--- config.mk ---
export PLATFORM = sky130hd
export DESIGN_NAME = csa_queue
export DESIGN_NICKNAME = d
export VERILOG_FILES = /design/src/hdl/csa_pkg.sv /design/src/hdl/csa_queue.sv
export SDC_FILE = /design/constraint.sdc
export NUM_CORES = 1
export LEC_CHECK = 0
export BUFFER_PORTS_ARGS = -buffer_cell sky130_fd_sc_hd__buf_4
export CORE_MARGIN = 2
export CORE_UTILIZATION = 45
export CTS_CLUSTER_DIAMETER = 40
export CTS_CLUSTER_SIZE = 16
export DETAILED_ROUTE_END_ITERATION = 10
export GPL_TIMING_DRIVEN = 1
export MAX_ROUTING_LAYER = met4
export PLACE_DENSITY = 0.75
export SYNTH_ARGS = -nofsm -noshare
export SYNTH_HDL_FRONTEND = slang
export SYNTH_SLANG_ARGS = --single-unit
--- constraint.sdc ---
create_clock -name clk -period 8.3 [get_ports clk]
set_input_delay 1.245 -clock clk [delete_from_list [all_inputs] [get_ports clk]]
set_output_delay 1.245 -clock clk [all_outputs]
set_load 0.01 [all_outputs]
--- src/hdl/csa_pkg.sv ---
// Types and constants for the cosine similarity accumulator.
// No dependencies.
package csa_pkg;

    localparam int EnergyW = 47;
    localparam int DotW    = 48;
    localparam int ProdPW  = 2 * EnergyW;
    localparam int ProdSW  = 2 * DotW;
    localparam int RemW    = ProdSW + 32;
    localparam int QuotW   = 34;
    localparam int MagW    = 17;

    localparam logic [EnergyW-1:0] EnergyMax = {EnergyW{1'b1}};
    localparam logic [MagW-1:0]    MagOne    = 17'd32768;

    typedef struct packed {
        logic [EnergyW-1:0]     e1;
        logic [EnergyW-1:0]     e2;
        logic signed [DotW-1:0] dot;
    } csa_entry_t;

    typedef enum logic [4:0] {
        ST_IDLE = 5'b00001,
        ST_MUL  = 5'b00010,
        ST_DIV  = 5'b00100,
        ST_SQRT = 5'b01000,
        ST_FIN  = 5'b10000
    } csa_state_t;

endpackage

--- src/hdl/csa_queue.sv ---
// Two-entry queue of finished accumulator sets between front and back.
// Depends on csa_pkg.
module csa_queue (
    input  logic                clk,
    input  logic                rst_n,
    input  logic                push,
    input  csa_pkg::csa_entry_t push_data,
    input  logic                pop,
    output csa_pkg::csa_entry_t pop_data,
    output logic                full,
    output logic                empty
);
    import csa_pkg::*;

    csa_entry_t mem_reg [2];
    logic       wr_ptr_reg, rd_ptr_reg;
    logic [1:0] count_reg;

    assign full     = (count_reg == 2'd2);
    assign empty    = (count_reg == 2'd0);
    assign pop_data = mem_reg[rd_ptr_reg];

    always_ff @(posedge clk) begin
        if (push)
        begin
            mem_reg[wr_ptr_reg] <= push_data;
        end
    end

    always_ff @(posedge clk or negedge rst_n) begin
        if (!rst_n)
        begin
            wr_ptr_reg <= 1'b0;
            rd_ptr_reg <= 1'b0;
            count_reg  <= 2'd0;
        end
        else
        begin
            if (push)
            begin
                wr_ptr_reg <= ~wr_ptr_reg;
            end
            if (pop)
            begin
                rd_ptr_reg <= ~rd_ptr_reg;
            end
            if (push && !pop)
            begin
                count_reg <= count_reg + 2'd1;
            end
            else if (pop && !push)
            begin
                count_reg <= count_reg - 2'd1;
            end
        end
    end
endmodule

==> impl_metrics.csv <==
group,metric,value,unit
outcome,status,"finished clean",
global_routing,grt_use_met3,0.0517,
clock_network,clock_tree.root_cell,"clkbuf_16",
synthesis,synthMuxAreaShare,0.174,
setup_path,worst_path_max_delay_cell,"buf_4",
timing,whs,503,ps
timing,fin_skew,10.7,ps
global_routing,grt_pass1_wl,29600,um
power,power,5.20,mW
global_routing,grt_pass1_vias,5605,
timing,setup_viol,0,
timing,finalHoldViolCount,0,
timing,maxSlewViolCount,0,
setup_path,crit_arrival,2540,ps
timing,worstMarginPinSlew,1070,ps
die,core-area,23400,sq um
die,die_height,158,um
synthesis,synthDominantCellAreaShare,0.796,
setup_path,crit-reg2reg-capture,"mem_reg[1][60]$_DFFE_PP_",
timing,period_share,0.456,
routing,avgViaCountPerCell,4.80,
power,ir_drop,0.280,mV
finish,layout_commonest_cell,"buf_4",
setup_path,cp_slowest_stage_delay,770,ps
finish,multiInputGateArea,1950,sq um
synthesis,synth_xor_area_frac,0.00409,
timing,final.setup.tns,0,ps
synthesis,ys_ff_latch,288,
worst_hold_path,holdCritPathClass,"register to register",
finish,largest_register_ffs,284,
routing,drt-initial-drc-count,289,
clock_network,post_cts_resized,0,
die,die_w,158,um
synthesis,mappedNetlistNets,605,
finish,final_util,0.619,
clock_network,ctsHoldBuffers,0,
finish,fin_nets,921,
setup_path,critPathCaptureType,"output pin",
routing,drc,0,
setup_path,crit_chain,"buf_4 > mux2_2 > buf_4",
global_routing,grtUsageTotal,0.160,
synthesis,synth_top_cell_by_area,"edfxtp_1",
timing,setup_slack,4510,ps
finish,seqCellArea,8630,sq um
routing,drtAntennaViolNets,0,
finish,fill_cells,1667,
timing,slew_headroom,0.285,
finish,instances_no_fill,1121,
timing,grt_setup_unrepaired,"no",
timing,layout_min_cycle_time,3790,ps
setup_path,path_common_cell,"buf_4",
worst_hold_path,min_to,"count_reg[1]$_DFFE_PN0P_",
synthesis,synth_compound_area_frac,0,
finish,drive_gt1_frac,0.627,
worst_hold_path,worstHoldPathCells,1,
global_routing,grt_overflow_total,0,
worst_hold_path,min_from,"count_reg[1]$_DFFE_PN0P_",
placed_design,portBuffers,289,
placed_design,placed_area,13200,sq um
clock_network,postCtsSetupBuffers,0,
finish,stdcell_area,14500,sq um
clock_network,h-tree-depth,2,
routing,wl,20400,um
power,p_leak,5.67,nW
setup_path,rrSetupSlack,5650,ps
global_routing,grt_util_met2,0.264,
synthesis,synth.cell_area,10700,sq um
placed_design,preCtsSetupSlack,4730,ps
die,ios,290,
synthesis,synth_fa_ha_area_frac,0.00117,
synthesis,yosysWarnings,0,
setup_path,r2r_start,"wr_ptr_reg$_DFFE_PN0P_",
global_routing,busiest_layer,"met2",
global_routing,grt_util_met1,0.187,
routing,dr.pass1.iters,4,
routing,via_count,5378,
global_routing,grt_start_max_net_pins,77,
synthesis,syn-instance-count,458,
setup_path,critPathLaunchType,"register",
clock_network,cts_buffers,36,
clock_network,clock_sinks,288,
clock_network,cts_tree,"done",
finish,area_growth,35.3,%
clock_network,clkLatencyLatePin,500,ps
placed_design,place_congestion,0.777,
placed_design,dp.final_hpwl,13600,um
synthesis,syn_area_per_cell,23.4,sq um
die,dieArea,25100,sq um
routing,routedWlPerCell,18.2,um
die,start_util,0.458,
power,p_per_area,359,nW/um^2
clock_network,cts_max_path_buffers,3,
timing,fmax,264,MHz
finish,final_cell_mix,"294 x buf_4, 284 x edfxtp_1, 72 x mux2_2",
setup_path,worstPathRequired,7050,ps
run,max_cap_violations,0,
setup_path,crit_type,"register to output pin",
clock_network,clk_pin_slew,50,ps
synthesis,synth_top_family_by_area,"multiplexers",
setup_path,critPathMaxFanout,68,
synthesis,yosysSeqAreaShare,0.805,
die,rows,56,
setup_path,rr_worst_depth,2,
synthesis,synthSimpleGateAreaFrac,0.00245,
finish,diodes,0,
placed_design,dp.cells,1055,
global_routing,antenna_found_initial,0,
synthesis,synth_area_leaders,"edfxtp_1 80%, mux2_4 9.8%, mux2_2 7.6%",
synthesis,yosysUniqueCellTypes,13,
==> how the worst max path moves through the flow <==
stage / start / endpoint / slack [ps] / depth (start not counted)
floorplan: push / mem_reg[0][0]$_DFFE_PP_ / 250 / 1
global placement: push / mem_reg[1][115]$_DFFE_PP_ / 4840 / 3
detailed placement: push / mem_reg[1][123]$_DFFE_PP_ / 4730 / 3
CTS: rd_ptr_reg$_DFFE_PN0P_ / pop_data[48] / 4480 / 3
global route: rd_ptr_reg$_DFFE_PN0P_ / pop_data[18] / 4400 / 3
finish: rd_ptr_reg$_DFFE_PN0P_ / pop_data[18] / 4510 / 3
==> cell usage after synthesis (all sizes together) <==
cell type    n
xor2         4
xnor2        1
nor2         2
mux2       142
nor2b        2
and2         1
edfxtp     284
buf         16
dfrtp        4
inv          1
ha           1
==> where the power goes <==
group	internal [mW]	switching [mW]
registers	1.94	0.0863
clock network	1.03	0.621
logic	0.822	0.703
total	3.79	1.41
==> cell type report <==
class	count	share of cell area
Multi-Input combinational cell	153	0.135
Tap cell	319	0.0275
Sequential cell	288	0.596
Inverter	1	0.000259
Timing Repair Buffer	294	0.152
Clock inverter	28	0.0255
Clock buffer	38	0.0641
==> per-layer routing <==
metal  wire length [um]  vias to the layer above
li1                   -                     2469
met1               8030                     2649
met2              10200                      217
met3               1720                       43
met4                493                        0
met5                  0                        -
==> critical path: cells and delay by family (launching register included) <==
kind	cells	cell delay [ps]
flip-flops	1	580
buffers and inverters	2	920
multiplexers	1	430
==> cells by family after synthesis <==
family,Yosys count
AND/OR/NAND/NOR,5
XOR/XNOR,5
adder cells (fa/ha/maj),1
buffers and inverters,17
flip-flops,288
multiplexers,142
No activity file was read; power rests on OpenSTA's default activity.
