## src/hdl/csa_pkg.sv

```systemverilog
// Types and constants for the cosine similarity accumulator.
// No dependencies.
package csa_pkg;

    localparam int EnergyW = 47;
    localparam int DotW    = 48;
    localparam int ProdPW  = 2 * EnergyW;
    localparam int ProdSW  = 2 * DotW;
    localparam int RemW    = ProdSW + 32;
    localparam int QuotW   = 34;
    localparam int MagW    = 17;

    localparam logic [EnergyW-1:0] EnergyMax = {EnergyW{1'b1}};
    localparam logic [MagW-1:0]    MagOne    = 17'd32768;

    typedef struct packed {
        logic [EnergyW-1:0]     e1;
        logic [EnergyW-1:0]     e2;
        logic signed [DotW-1:0] dot;
    } csa_entry_t;

    typedef enum logic [4:0] {
        ST_IDLE = 5'b00001,
        ST_MUL  = 5'b00010,
        ST_DIV  = 5'b00100,
        ST_SQRT = 5'b01000,
        ST_FIN  = 5'b10000
    } csa_state_t;

endpackage

```

## src/hdl/csa_front.sv

```systemverilog
// Front end: takes one pair per item, accumulates energies and dot product.
// Depends on csa_pkg; pushes finished sets into csa_queue.
module csa_front (
    input  logic                clk,
    input  logic                rst_n,
    input  logic                in_valid,
    input  logic                q_full,
    input  logic signed [15:0]  first_value,
    input  logic signed [15:0]  second_value,
    input  logic                last_pair,
    output logic                push,
    output csa_pkg::csa_entry_t push_data
);
    import csa_pkg::*;

    logic [EnergyW-1:0]     e1_reg, e2_reg, e1_next, e2_next;
    logic signed [DotW-1:0] dot_reg, dot_next;
    logic signed [31:0]     aa, bb, ab;
    logic [EnergyW:0]       e1_sum, e2_sum;
    logic signed [DotW:0]   dot_sum;
    logic                   acc;

    assign aa = first_value * first_value;
    assign bb = second_value * second_value;
    assign ab = first_value * second_value;

    always_comb begin
        e1_sum  = {1'b0, e1_reg} + (EnergyW+1)'(unsigned'(aa));
        e2_sum  = {1'b0, e2_reg} + (EnergyW+1)'(unsigned'(bb));
        dot_sum = {dot_reg[DotW-1], dot_reg} + (DotW+1)'(ab);
        e1_next = e1_sum[EnergyW] ? EnergyMax : e1_sum[EnergyW-1:0];
        e2_next = e2_sum[EnergyW] ? EnergyMax : e2_sum[EnergyW-1:0];
        // clamp on signed overflow of the dot product
        if (dot_sum[DotW] != dot_sum[DotW-1])
        begin
            dot_next = dot_sum[DotW] ? {1'b1, {(DotW-1){1'b0}}} : {1'b0, {(DotW-1){1'b1}}};
        end
        else
        begin
            dot_next = dot_sum[DotW-1:0];
        end
    end

    assign acc            = in_valid && !q_full;
    assign push           = acc && last_pair;
    assign push_data.e1   = e1_next;
    assign push_data.e2   = e2_next;
    assign push_data.dot  = dot_next;

    always_ff @(posedge clk or negedge rst_n) begin
        if (!rst_n)
        begin
            e1_reg  <= '0;
            e2_reg  <= '0;
            dot_reg <= '0;
        end
        else if (acc)
        begin
            // restart the sums after the last pair
            e1_reg  <= last_pair ? '0 : e1_next;
            e2_reg  <= last_pair ? '0 : e2_next;
            dot_reg <= last_pair ? '0 : dot_next;
        end
    end
endmodule

```

## config.mk

```make
export PLATFORM = sky130hd
export DESIGN_NAME = csa_front
export DESIGN_NICKNAME = d
export VERILOG_FILES = /design/src/hdl/csa_pkg.sv /design/src/hdl/csa_front.sv
export SDC_FILE = /design/constraint.sdc
export NUM_CORES = 2
export LEC_CHECK = 0
export BUFFER_PORTS_ARGS = -buffer_cell sky130_fd_sc_hd__buf_2
export CAP_MARGIN = 25
export CORE_ASPECT_RATIO = 1.75
export CORE_MARGIN = 2
export CORE_UTILIZATION = 35
export CTS_CLUSTER_DIAMETER = 150
export DETAILED_ROUTE_END_ITERATION = 12
export SYNTH_ARGS = -nofsm -noshare
export SYNTH_HDL_FRONTEND = slang
export SYNTH_SLANG_ARGS = --single-unit
```

## constraint.sdc

```tcl
create_clock -name clk -period 32.8 [get_ports clk]
set_input_delay 6.56 -clock clk [delete_from_list [all_inputs] [get_ports clk]]
set_output_delay 6.56 -clock clk [all_outputs]
set_load 0.05 [all_outputs]
```

==> metrics.cfg <==
[global_routing]
grt_overflow=0
grt_max_degree=67
grt_usage_pct=20.3
antenna_found_initial=11
grt_pass1_vias=35400
grt_pass1_wl_um=192000

[finish]
seq_area_um2=3550
fillerInstances=12000
multi_input_area_um2=33800
synthToLayoutAreaGrowth_pct=7.30
largest_register_ffs=48
finish.instance_area_um2=44900
layout.nets=5942
drive_gt1_share_pct=6.53

[clocking]
clkSinkCount=142
insertion_delay_ns=0.55
htreeDepth=4
postCtsSetupBuffers=0
cts_tree=yes
cts_resized=0
clock-root-buffer=clkbuf_16
cts_buffers=17
hold_buffers=0
clk_pin_slew_ns=0.07
cts_buffer_depth=2

[detailed_routing]
vias=32000
dr.pass1.iters=6
wirelength_um=121000
drt_iter0_markers=1470
viasPerCell=5.15
post_drt_wl_per_cell_um=19.4
drtAntennaViolNets=0
drc=0

[die]
fp.dieH_um=461
die_x_um=265
start_util_pct=35.3
coreArea_um2=118000
rows=167
dieArea_um2=122000
pin_count=180

[timing]
rsz0062_at_grt=false
worst_pin_slew_ns=1.01
min_period_over_period_pct=70.4
skew_ns=0.0208
hold_viol=0
layout_setup_ws_ns=9.72
setup-tns-final_ns=0
slew_headroom_pct=32.5
setup_viol=0
fin_crit_ns=23.08
fmax_mhz=43.3
slew_viol_final=0

[placed_design]
place_area_um2=44200
pre_cts_slack_ns=9.71
hpwlAfterDp_um=99500
place_congestion=0.938
numPortBuffers=179

[setup_path]
crit_arrival_ns=16.52
critical_path.endpoint_type=primary output
cp.required_ns=26.24
crit_fanout=31
path_class=in2out
cp-start-kind=primary input

[yosys]
avgSynthCellArea_um2=9.01
syn_inst=4639
synth_ff_type=dfrtp_1
yosysWarningCount=0
ys_seq_area_share_pct=8.50
syn-num-nets=5895
ys_ff_latch=142
synth_area_leaders=fa_1, ha_1, inv_1
synthDominantCellAreaShare_pct=40.3
ys_types=89
synth_top_area_cell=fa_1
synth_area_um2=41800
synth_edf_count=0
ys_async_sr_fraction_pct=100

[status]
status=completed

[min_path]
hp-class=reg2reg

[run]
cap_violations=0

cell type report:
cell class / count / share of cell area, %
antenna: 5 / 0.0279
clock buffer: 17 / 0.948
clock inverter: 14 / 0.466
inverter: 1016 / 8.50
multi-input combinational: 3300 / 75.3
sequential: 142 / 7.92
tap: 1521 / 4.24
timing repair buffer: 209 / 2.63
metal layers:
layer	global-route usage [%]	vias up	share of wire [%]
met4	10.6	12	5.3
met5	0	-	0.061
met3	2.27	298	3.2
met2	39.5	724	56
li1	-	14600	-
met1	21.3	16400	36
kinds of logic (layout without fill, tap and decap cells):
| family | Yosys count | count (layout) | synth area share, % |
|---|---|---|---|
| other | 0 | 5 | 0 |
| buffers and inverters | 1197 | 1256 | 10.8 |
| muxes | 12 | 12 | 0.299 |
| and+or+nand+nor | 1160 | 1160 | 12.9 |
| adders and majority gates | 1234 | 1234 | 52.0 |
| DFF | 142 | 142 | 8.50 |
| AOI/OAI and AO/OA | 701 | 701 | 11.4 |
| xor gates and xnor gates | 193 | 193 | 4.09 |
path summary, 6_finish.rpt:
kind	endpoint	slack [ns]	start	cells past startpoint
setup / recovery	push_data[7]	9.72	first_value[15]	24
hold / removal	dot_reg[30]$_DFFE_PN0P_	0.49	dot_reg[30]$_DFFE_PN0P_	1
setup reg to reg	dot_reg[6]$_DFFE_PN0P_	25.48	dot_reg[15]$_DFFE_PN0P_	20
hold reg to reg	dot_reg[30]$_DFFE_PN0P_	0.49	dot_reg[30]$_DFFE_PN0P_	1
max in group asynchronous	e2_reg[8]$_DFFE_PN0P_	25.64	rst_n	2
min in group asynchronous	e1_reg[24]$_DFFE_PN0P_	5.96	rst_n	1
critical path: stages:
cell and delay, ns:
buf_2 0.48, clkinv_1 0.76, nor2_1 0.33, fa_2 0.53, fa_1 0.83, fa_1 0.58
fa_1 0.59, inv_1 0.59, fa_1 0.53, inv_1 0.07, fa_1 0.41, ha_1 0.45
nand2_1 0.07, o21ai_0 0.43, a21o_1 0.20, a21oi_1 0.07, o221a_2 0.25, o22ai_1 0.24
xor2_2 0.78, and2_1 0.53, buf_4 0.38, nor2_1 0.11, nor2_1 0.36, buf_2 0.35
cell usage after synthesis, types with 35 or more instances:
library cell / number
o21ai_0: 95
nand3_1: 46
o21ai_1: 42
xor2_1: 56
xnor2_1: 136
a21oi_1: 171
nor2_1: 246
ha_1: 377
nand2_1: 488
dfrtp_1: 142
clkbuf_1: 152
a31oi_1: 35
a21o_1: 90
inv_1: 1010
and2_1: 177
fa_1: 842
a22o_1: 74
cell usage in the layout, fill, tap and decap left out, drive strengths merged, types with 18 or more instances in the layout:
cell | netlist | layout
xor2 | 57 | 57
and3 | 28 | 28
a21o | 91 | 91
nor3 | 31 | 31
a22o | 74 | 74
o21a | 23 | 23
nor2 | 247 | 247
fa | 842 | 842
a21oi | 172 | 172
a211oi | 21 | 21
inv | 1011 | 1015
nand4 | 25 | 25
a31oi | 36 | 36
o21bai | 27 | 27
xnor2 | 136 | 136
or2 | 18 | 18
nand3 | 47 | 47
o21ai | 138 | 138
buf | 29 | 209
nand2b | 32 | 32
ha | 377 | 377
nor2b | 24 | 24
dfrtp | 142 | 142
and2 | 177 | 177
nand2 | 488 | 488
per-stage QoR:
step | util, % | instances | hold WS, ns
final | 37.9 | 6224 | 0.491
after global routing | 37.9 | 6221 | 0.518
after CTS | 37.8 | 6217 | 0.494
after detailed placement | 37.3 | 6186 | 0.475
after global placement | 37.3 | 6185 | 0.477
after floorplan | - | 4639 | 0.455
Power is not shown: default switching activity piles up to over one toggle a cycle in this logic, so the estimate is an artifact.
