### config.mk
export PLATFORM = sky130hd
export DESIGN_NAME = csa_back
export DESIGN_NICKNAME = d
export VERILOG_FILES = /design/src/hdl/csa_pkg.sv /design/src/hdl/csa_back.sv
export SDC_FILE = /design/constraint.sdc
export NUM_CORES = 2
export LEC_CHECK = 0
export ABC_AREA = 1
export CORE_MARGIN = 1
export CORE_UTILIZATION = 37
export DETAILED_ROUTE_END_ITERATION = 10
export DONT_BUFFER_PORTS = 1
export GPL_TIMING_DRIVEN = 1
export PLACE_DENSITY_LB_ADDON = 0.05
export SKIP_LAST_GASP = 1
export SLEW_MARGIN = 20
export SYNTH_ARGS = -nofsm -noshare
export SYNTH_HDL_FRONTEND = slang
export SYNTH_SLANG_ARGS = --single-unit
### constraint.sdc
create_clock -name clk -period 12.5 [get_ports clk]
set_clock_uncertainty 0.15 [all_clocks]
set_input_delay 3.75 -clock clk [delete_from_list [all_inputs] [get_ports clk]]
set_output_delay 3.75 -clock clk [all_outputs]
set_load 0.01 [all_outputs]
### src/hdl/csa_pkg.sv
// Types and constants for the cosine similarity accumulator.
// No dependencies.
package csa_pkg;

    localparam int EnergyW = 47;
    localparam int DotW    = 48;
    localparam int ProdPW  = 2 * EnergyW;
    localparam int ProdSW  = 2 * DotW;
    localparam int RemW    = ProdSW + 32;
    localparam int QuotW   = 34;
    localparam int MagW    = 17;

    localparam logic [EnergyW-1:0] EnergyMax = {EnergyW{1'b1}};
    localparam logic [MagW-1:0]    MagOne    = 17'd32768;

    typedef struct packed {
        logic [EnergyW-1:0]     e1;
        logic [EnergyW-1:0]     e2;
        logic signed [DotW-1:0] dot;
    } csa_entry_t;

    typedef enum logic [4:0] {
        ST_IDLE = 5'b00001,
        ST_MUL  = 5'b00010,
        ST_DIV  = 5'b00100,
        ST_SQRT = 5'b01000,
        ST_FIN  = 5'b10000
    } csa_state_t;

endpackage

### src/hdl/csa_back.sv
// Back end: multiplies, divides and takes the root to form the cosine.
// Depends on csa_pkg; pops sets from csa_queue, drives the result register.
module csa_back (
    input  logic                clk,
    input  logic                rst_n,
    input  logic                q_empty,
    input  csa_pkg::csa_entry_t q_data,
    output logic                pop,
    output logic                out_valid,
    input  logic                out_stall,
    output logic signed [15:0]  cosine,
    output logic                degenerate
);
    import csa_pkg::*;

    csa_state_t          state_reg;
    logic [5:0]          cnt_reg;
    logic                neg_reg;
    logic [ProdPW-1:0]   mcp_reg, prodp_reg;
    logic [EnergyW-1:0]  mlp_reg;
    logic [ProdSW-1:0]   mcs_reg, prods_reg;
    logic [DotW-1:0]     mls_reg;
    logic [RemW-1:0]     rem_reg, div_reg;
    logic [QuotW-1:0]    op_reg, res_reg, one_reg;
    logic [MagW-1:0]     mag_reg;
    logic                degen_reg;
    logic                out_valid_reg;
    logic signed [15:0]  cosine_reg;
    logic                degen_out_reg;

    logic [DotW-1:0]     dmag;
    logic [QuotW-1:0]    trial;
    logic [QuotW:0]      kk;
    logic [MagW-1:0]     mag_sq;
    logic                out_free;

    assign dmag     = q_data.dot[DotW-1] ? DotW'(-q_data.dot) : DotW'(q_data.dot);
    assign trial    = res_reg + one_reg;
    assign kk       = ({1'b0, res_reg} + (QuotW+1)'(1)) >> 1;
    assign mag_sq   = (kk > (QuotW+1)'(MagOne)) ? MagOne : kk[MagW-1:0];
    assign out_free = !out_valid_reg || !out_stall;
    assign pop      = (state_reg == ST_IDLE) && !q_empty;

    assign out_valid  = out_valid_reg;
    assign cosine     = cosine_reg;
    assign degenerate = degen_out_reg;

    always_ff @(posedge clk) begin
        case (state_reg)
            ST_IDLE:
            begin
                neg_reg   <= q_data.dot[DotW-1];
                mcp_reg   <= ProdPW'(q_data.e1);
                mlp_reg   <= q_data.e2;
                mcs_reg   <= ProdSW'(dmag);
                mls_reg   <= dmag;
                prodp_reg <= '0;
                prods_reg <= '0;
                mag_reg   <= '0;
                degen_reg <= (q_data.e1 == '0) || (q_data.e2 == '0);
            end
            ST_MUL:
            begin
                if (mlp_reg[0])
                begin
                    prodp_reg <= prodp_reg + mcp_reg;
                end
                if (mls_reg[0])
                begin
                    prods_reg <= prods_reg + mcs_reg;
                end
                mcp_reg <= mcp_reg << 1;
                mlp_reg <= mlp_reg >> 1;
                mcs_reg <= mcs_reg << 1;
                mls_reg <= mls_reg >> 1;
                rem_reg <= RemW'({prods_reg, 32'd0});
                div_reg <= RemW'({prodp_reg, 33'd0});
                op_reg  <= '0;
                if (cnt_reg == 6'(DotW - 1))
                begin
                    rem_reg <= RemW'({(mls_reg[0] ? prods_reg + mcs_reg : prods_reg), 32'd0});
                    div_reg <= RemW'({(mlp_reg[0] ? prodp_reg + mcp_reg : prodp_reg), 33'd0});
                end
            end
            ST_DIV:
            begin
                if (cnt_reg == 6'd0 && rem_reg >= (div_reg << 1))
                begin
                    // quotient beyond range: result saturates at one
                    mag_reg <= MagOne;
                end
                else if (rem_reg >= div_reg)
                begin
                    rem_reg <= rem_reg - div_reg;
                    op_reg  <= {op_reg[QuotW-2:0], 1'b1};
                end
                else
                begin
                    op_reg  <= {op_reg[QuotW-2:0], 1'b0};
                end
                div_reg <= div_reg >> 1;
                res_reg <= '0;
                one_reg <= QuotW'(1) << 32;
            end
            ST_SQRT:
            begin
                // root finished: latch the rounded magnitude
                if (cnt_reg == 6'(QuotW / 2))
                begin
                    mag_reg <= mag_sq;
                end
                else if (op_reg >= trial)
                begin
                    op_reg  <= op_reg - trial;
                    res_reg <= (res_reg >> 1) + one_reg;
                end
                else
                begin
                    res_reg <= res_reg >> 1;
                end
                one_reg <= one_reg >> 2;
            end
            ST_FIN:
            begin
            end
            default:
            begin
            end
        endcase
        if (state_reg == ST_FIN && out_free)
        begin
            degen_out_reg <= degen_reg;
            if (degen_reg)
            begin
                cosine_reg <= '0;
            end
            else if (neg_reg)
            begin
                cosine_reg <= 16'(-mag_reg);
            end
            else
            begin
                cosine_reg <= (mag_reg > MagW'(32767)) ? 16'sd32767 : 16'(mag_reg);
            end
        end
    end

    always_ff @(posedge clk or negedge rst_n) begin
        if (!rst_n)
        begin
            state_reg     <= ST_IDLE;
            cnt_reg       <= '0;
            out_valid_reg <= 1'b0;
        end
        else
        begin
            if (out_valid_reg && !out_stall)
            begin
                out_valid_reg <= 1'b0;
            end
            case (state_reg)
                ST_IDLE:
                begin
                    cnt_reg <= '0;
                    if (!q_empty)
                    begin
                        state_reg <= ((q_data.e1 == '0) || (q_data.e2 == '0)) ? ST_FIN : ST_MUL;
                    end
                end
                ST_MUL:
                begin
                    cnt_reg <= cnt_reg + 6'd1;
                    if (cnt_reg == 6'(DotW - 1))
                    begin
                        cnt_reg   <= '0;
                        state_reg <= ST_DIV;
                    end
                end
                ST_DIV:
                begin
                    cnt_reg <= cnt_reg + 6'd1;
                    if (cnt_reg == 6'd0 && rem_reg >= (div_reg << 1))
                    begin
                        state_reg <= ST_FIN;
                    end
                    else if (cnt_reg == 6'(QuotW - 1))
                    begin
                        cnt_reg   <= '0;
                        state_reg <= ST_SQRT;
                    end
                end
                ST_SQRT:
                begin
                    cnt_reg <= cnt_reg + 6'd1;
                    if (cnt_reg == 6'(QuotW / 2))
                    begin
                        state_reg <= ST_FIN;
                    end
                end
                ST_FIN:
                begin
                    if (out_free)
                    begin
                        out_valid_reg <= 1'b1;
                        state_reg     <= ST_IDLE;
                    end
                end
                default:
                begin
                    state_reg <= ST_IDLE;
                end
            endcase
        end
    end
endmodule

==> flow_summary.yaml <==
worst_setup_path:
  worstPathMaxFanout: 2
  crit_start: "q_empty"
  crit_type: "in2out"
  r2r_end: "op_reg[11]"
  slowest_delay_ns: 0.18
  r2r_setup_slack_ns: 6.12
  cp_top_family: "simple AND/OR/NAND/NOR gates"
  cpMaxStageDelayCell: "nor2_1"
  cp.required_ns: 8.60
  arrival_ns: 3.93
  critPathCaptureType: "output pin"
  r2r_cells: 26
  path_cells: "nor2_1"
  crit_buf_inv: 0
  r2r-start: "res_reg[0]"
  worst_setup_path_start_kind: "input port"
routing:
  vias: 79000
  drcViolationCount: 0
  ant_nets: 0
  dr.pass1.iters: 8
  drtIter0Drc: 6781
  vias_per_cell: 5.19
  wire_per_inst_um: 22.7
  wl_um: 345000
timing:
  worst_slew_pin_slew_ns: 1.07
  hold_viol_final: 0
  setup_viol: 0
  grt_setup_unrepaired: "no"
  tns_ns: 0
  hold_ws_ns: 0.360
  fmax_mhz: 128
  drv_slew: 0
  max-slew-margin-rel: 0.290
  post-route-min-period_ns: 7.83
  post-route-period-util: 0.626
layout:
  fin_nets: 13000
  design_area_um2: 86000
  drive_above_1_share: 0.0238
  largest_register_ffs: 128
  areaGrowthSynthToFinish_pct: 8.18
  final_cells: 15200
synthesis:
  synthCells: 12400
  ys_ff_latch: 863
  async_flop_share: 0.0139
  ys_warn_count: 0
  syn-cell-area_um2: 79500
  avgSynthCellArea_um2: 6.41
  synth_top_cells_by_area: "edfxtp_1 32%, nand2_1 20%, inv_1 10%"
  ys_types: 65
  synth_edf_count: 851
  seq_area_frac_synth: 0.325
  synth_fp_nets: 13100
  synth_top_cell_by_area: "edfxtp_1"
  synth_top_area_share: 0.322
  synthFlopType: "edfxtp_1"
  synthTopCellsByCount: "4293 x nand2_1, 2121 x inv_1, 1481 x nor2_1"
  yosysMostFrequentCell: "nand2_1"
global_routing:
  grt_max_degree: 164
  grt_pass1_vias: 77000
  grt_antenna_before_repair: 16
  track_usage: 0.312
  grt_overflow: 0
  grt_pass1_wl_um: 502000
placed_design:
  placed_cells_incl_taps: 15000
  finalWeightedCongestion: 1.05
  place_area_um2: 82400
  detailed_place_hpwl_um: 284000
  io_buffers: 0
clock_network:
  cts_tree: "yes"
  cts_setup_buffers: 0
  path_clk_slew_ns: 0.07
  cts_sinks: 863
  ctsResizeCount: 0
  cts_hold_buf: 0
  clkLatencyLatePin_ns: 0.84
  htree_levels: 3
  numCtsBuffers: 109
  clk_path_buf_depth: 3
  clockRootBuffer: "clkbuf_16"
power_and_ir_drop:
  power.density_nw_per_um2: 317
  power_leakage_nw: 41.7
  irDropWorstVdd_mv: 0.272
floorplanning:
  pin_count: 165
  die_w_um: 465
  core_area_um2: 213000
  dieHeight_um: 465
  start_util: 0.374
  dieArea_um2: 217000
  core.rowCount: 169
run:
  maxCapViolations: 0
worst_hold_path:
  min_path_cells: 2
  holdPathEnd: "mls_reg[43]"
  hold_start: "mls_reg[44]"
  hold_class: "reg2reg"
run_status:
  status: "complete, no violations"
-- metal layers --
| metal | track usage | wire length, um | vias to the layer above | part of all wire |
|---|---|---|---|---|
| met5 | 0 | 40 | - | 0.00012 |
| met4 | 0.175 | 22300 | 6 | 0.065 |
| met3 | 0.0345 | 16600 | 619 | 0.048 |
| met2 | 0.524 | 160000 | 2277 | 0.46 |
| met1 | 0.390 | 146000 | 36800 | 0.42 |
| li1 | - | - | 39300 | - |
-- kinds of logic after synthesis --
group	count (synthesis)	synth area share
muxes	29	0.00365
AOI/OAI and AO/OA	1527	0.103
other	1	0.0000472
DFF	863	0.325
xor gates and xnor gates	195	0.0215
and+or+nand+nor	6881	0.350
buffers and inverters	2381	0.114
adders and majority gates	523	0.0827
-- cell type report --
cell class / instances / area (um^2)
inverters: 2134 / 8030
multi-input cells: 9156 / 44600
flip-flops and latches: 863 / 25900
clock buffers: 127 / 2800
fillers: 23400 / 127000
well taps: 2821 / 3530
diodes: 3 / 7.51
clock inverters: 72 / 734
repair buffers: 43 / 385
-- metrics by stage --
step           power (mW)  setup WS (ns)  utilization
5_1_grt              29.4           4.65        0.404
4_1_cts              27.2           4.67        0.404
3_3_place_gp         23.7           4.65        0.387
6_report             27.3           4.67        0.404
3_5_place_dp         23.8           4.67        0.387
2_1_floorplan        17.5           4.49            -
-- where the power goes --
part,total [mW],leakage (nW),switching (mW),internal (mW)
Clock,3.23,1.70,1.42,1.81
Combinational,17.8,31.6,13.0,4.79
Sequential,6.22,8.37,1.00,5.22
-- worst max path at each step --
stage                            end  slack (ns)  cells after the start
after floorplan           cnt_reg[4]        4.49                      8
after global placement           pop        4.65                      1
after detailed placement         pop        4.67                      1
after CTS                        pop        4.67                      1
after global routing             pop        4.65                      1
final                            pop        4.67                      1
-- placed cells by master (no fill, tap or decap), drive strengths merged, types with 11 or more instances in the layout --
cell | netlist | layout
a21boi | 17 | 17
a21o | 24 | 24
a21oi | 785 | 785
a31oi | 20 | 20
and2 | 29 | 29
buf | 67 | 43
clkbuf | 180 | 127
clkinv | 5 | 54
dfrtp | 11 | 11
edfxtp | 851 | 851
ha | 519 | 519
inv | 2129 | 2133
mux2i | 29 | 29
nand2 | 4302 | 4302
nand3 | 666 | 666
nand3b | 57 | 57
nand4 | 127 | 127
nor2 | 1506 | 1506
nor3 | 116 | 116
nor4 | 49 | 49
o211ai | 40 | 40
o21a | 23 | 23
o21ai | 538 | 538
o21bai | 47 | 47
or2 | 26 | 26
xnor2 | 40 | 40
xor2 | 155 | 155
(Power assumes the default switching activity.)
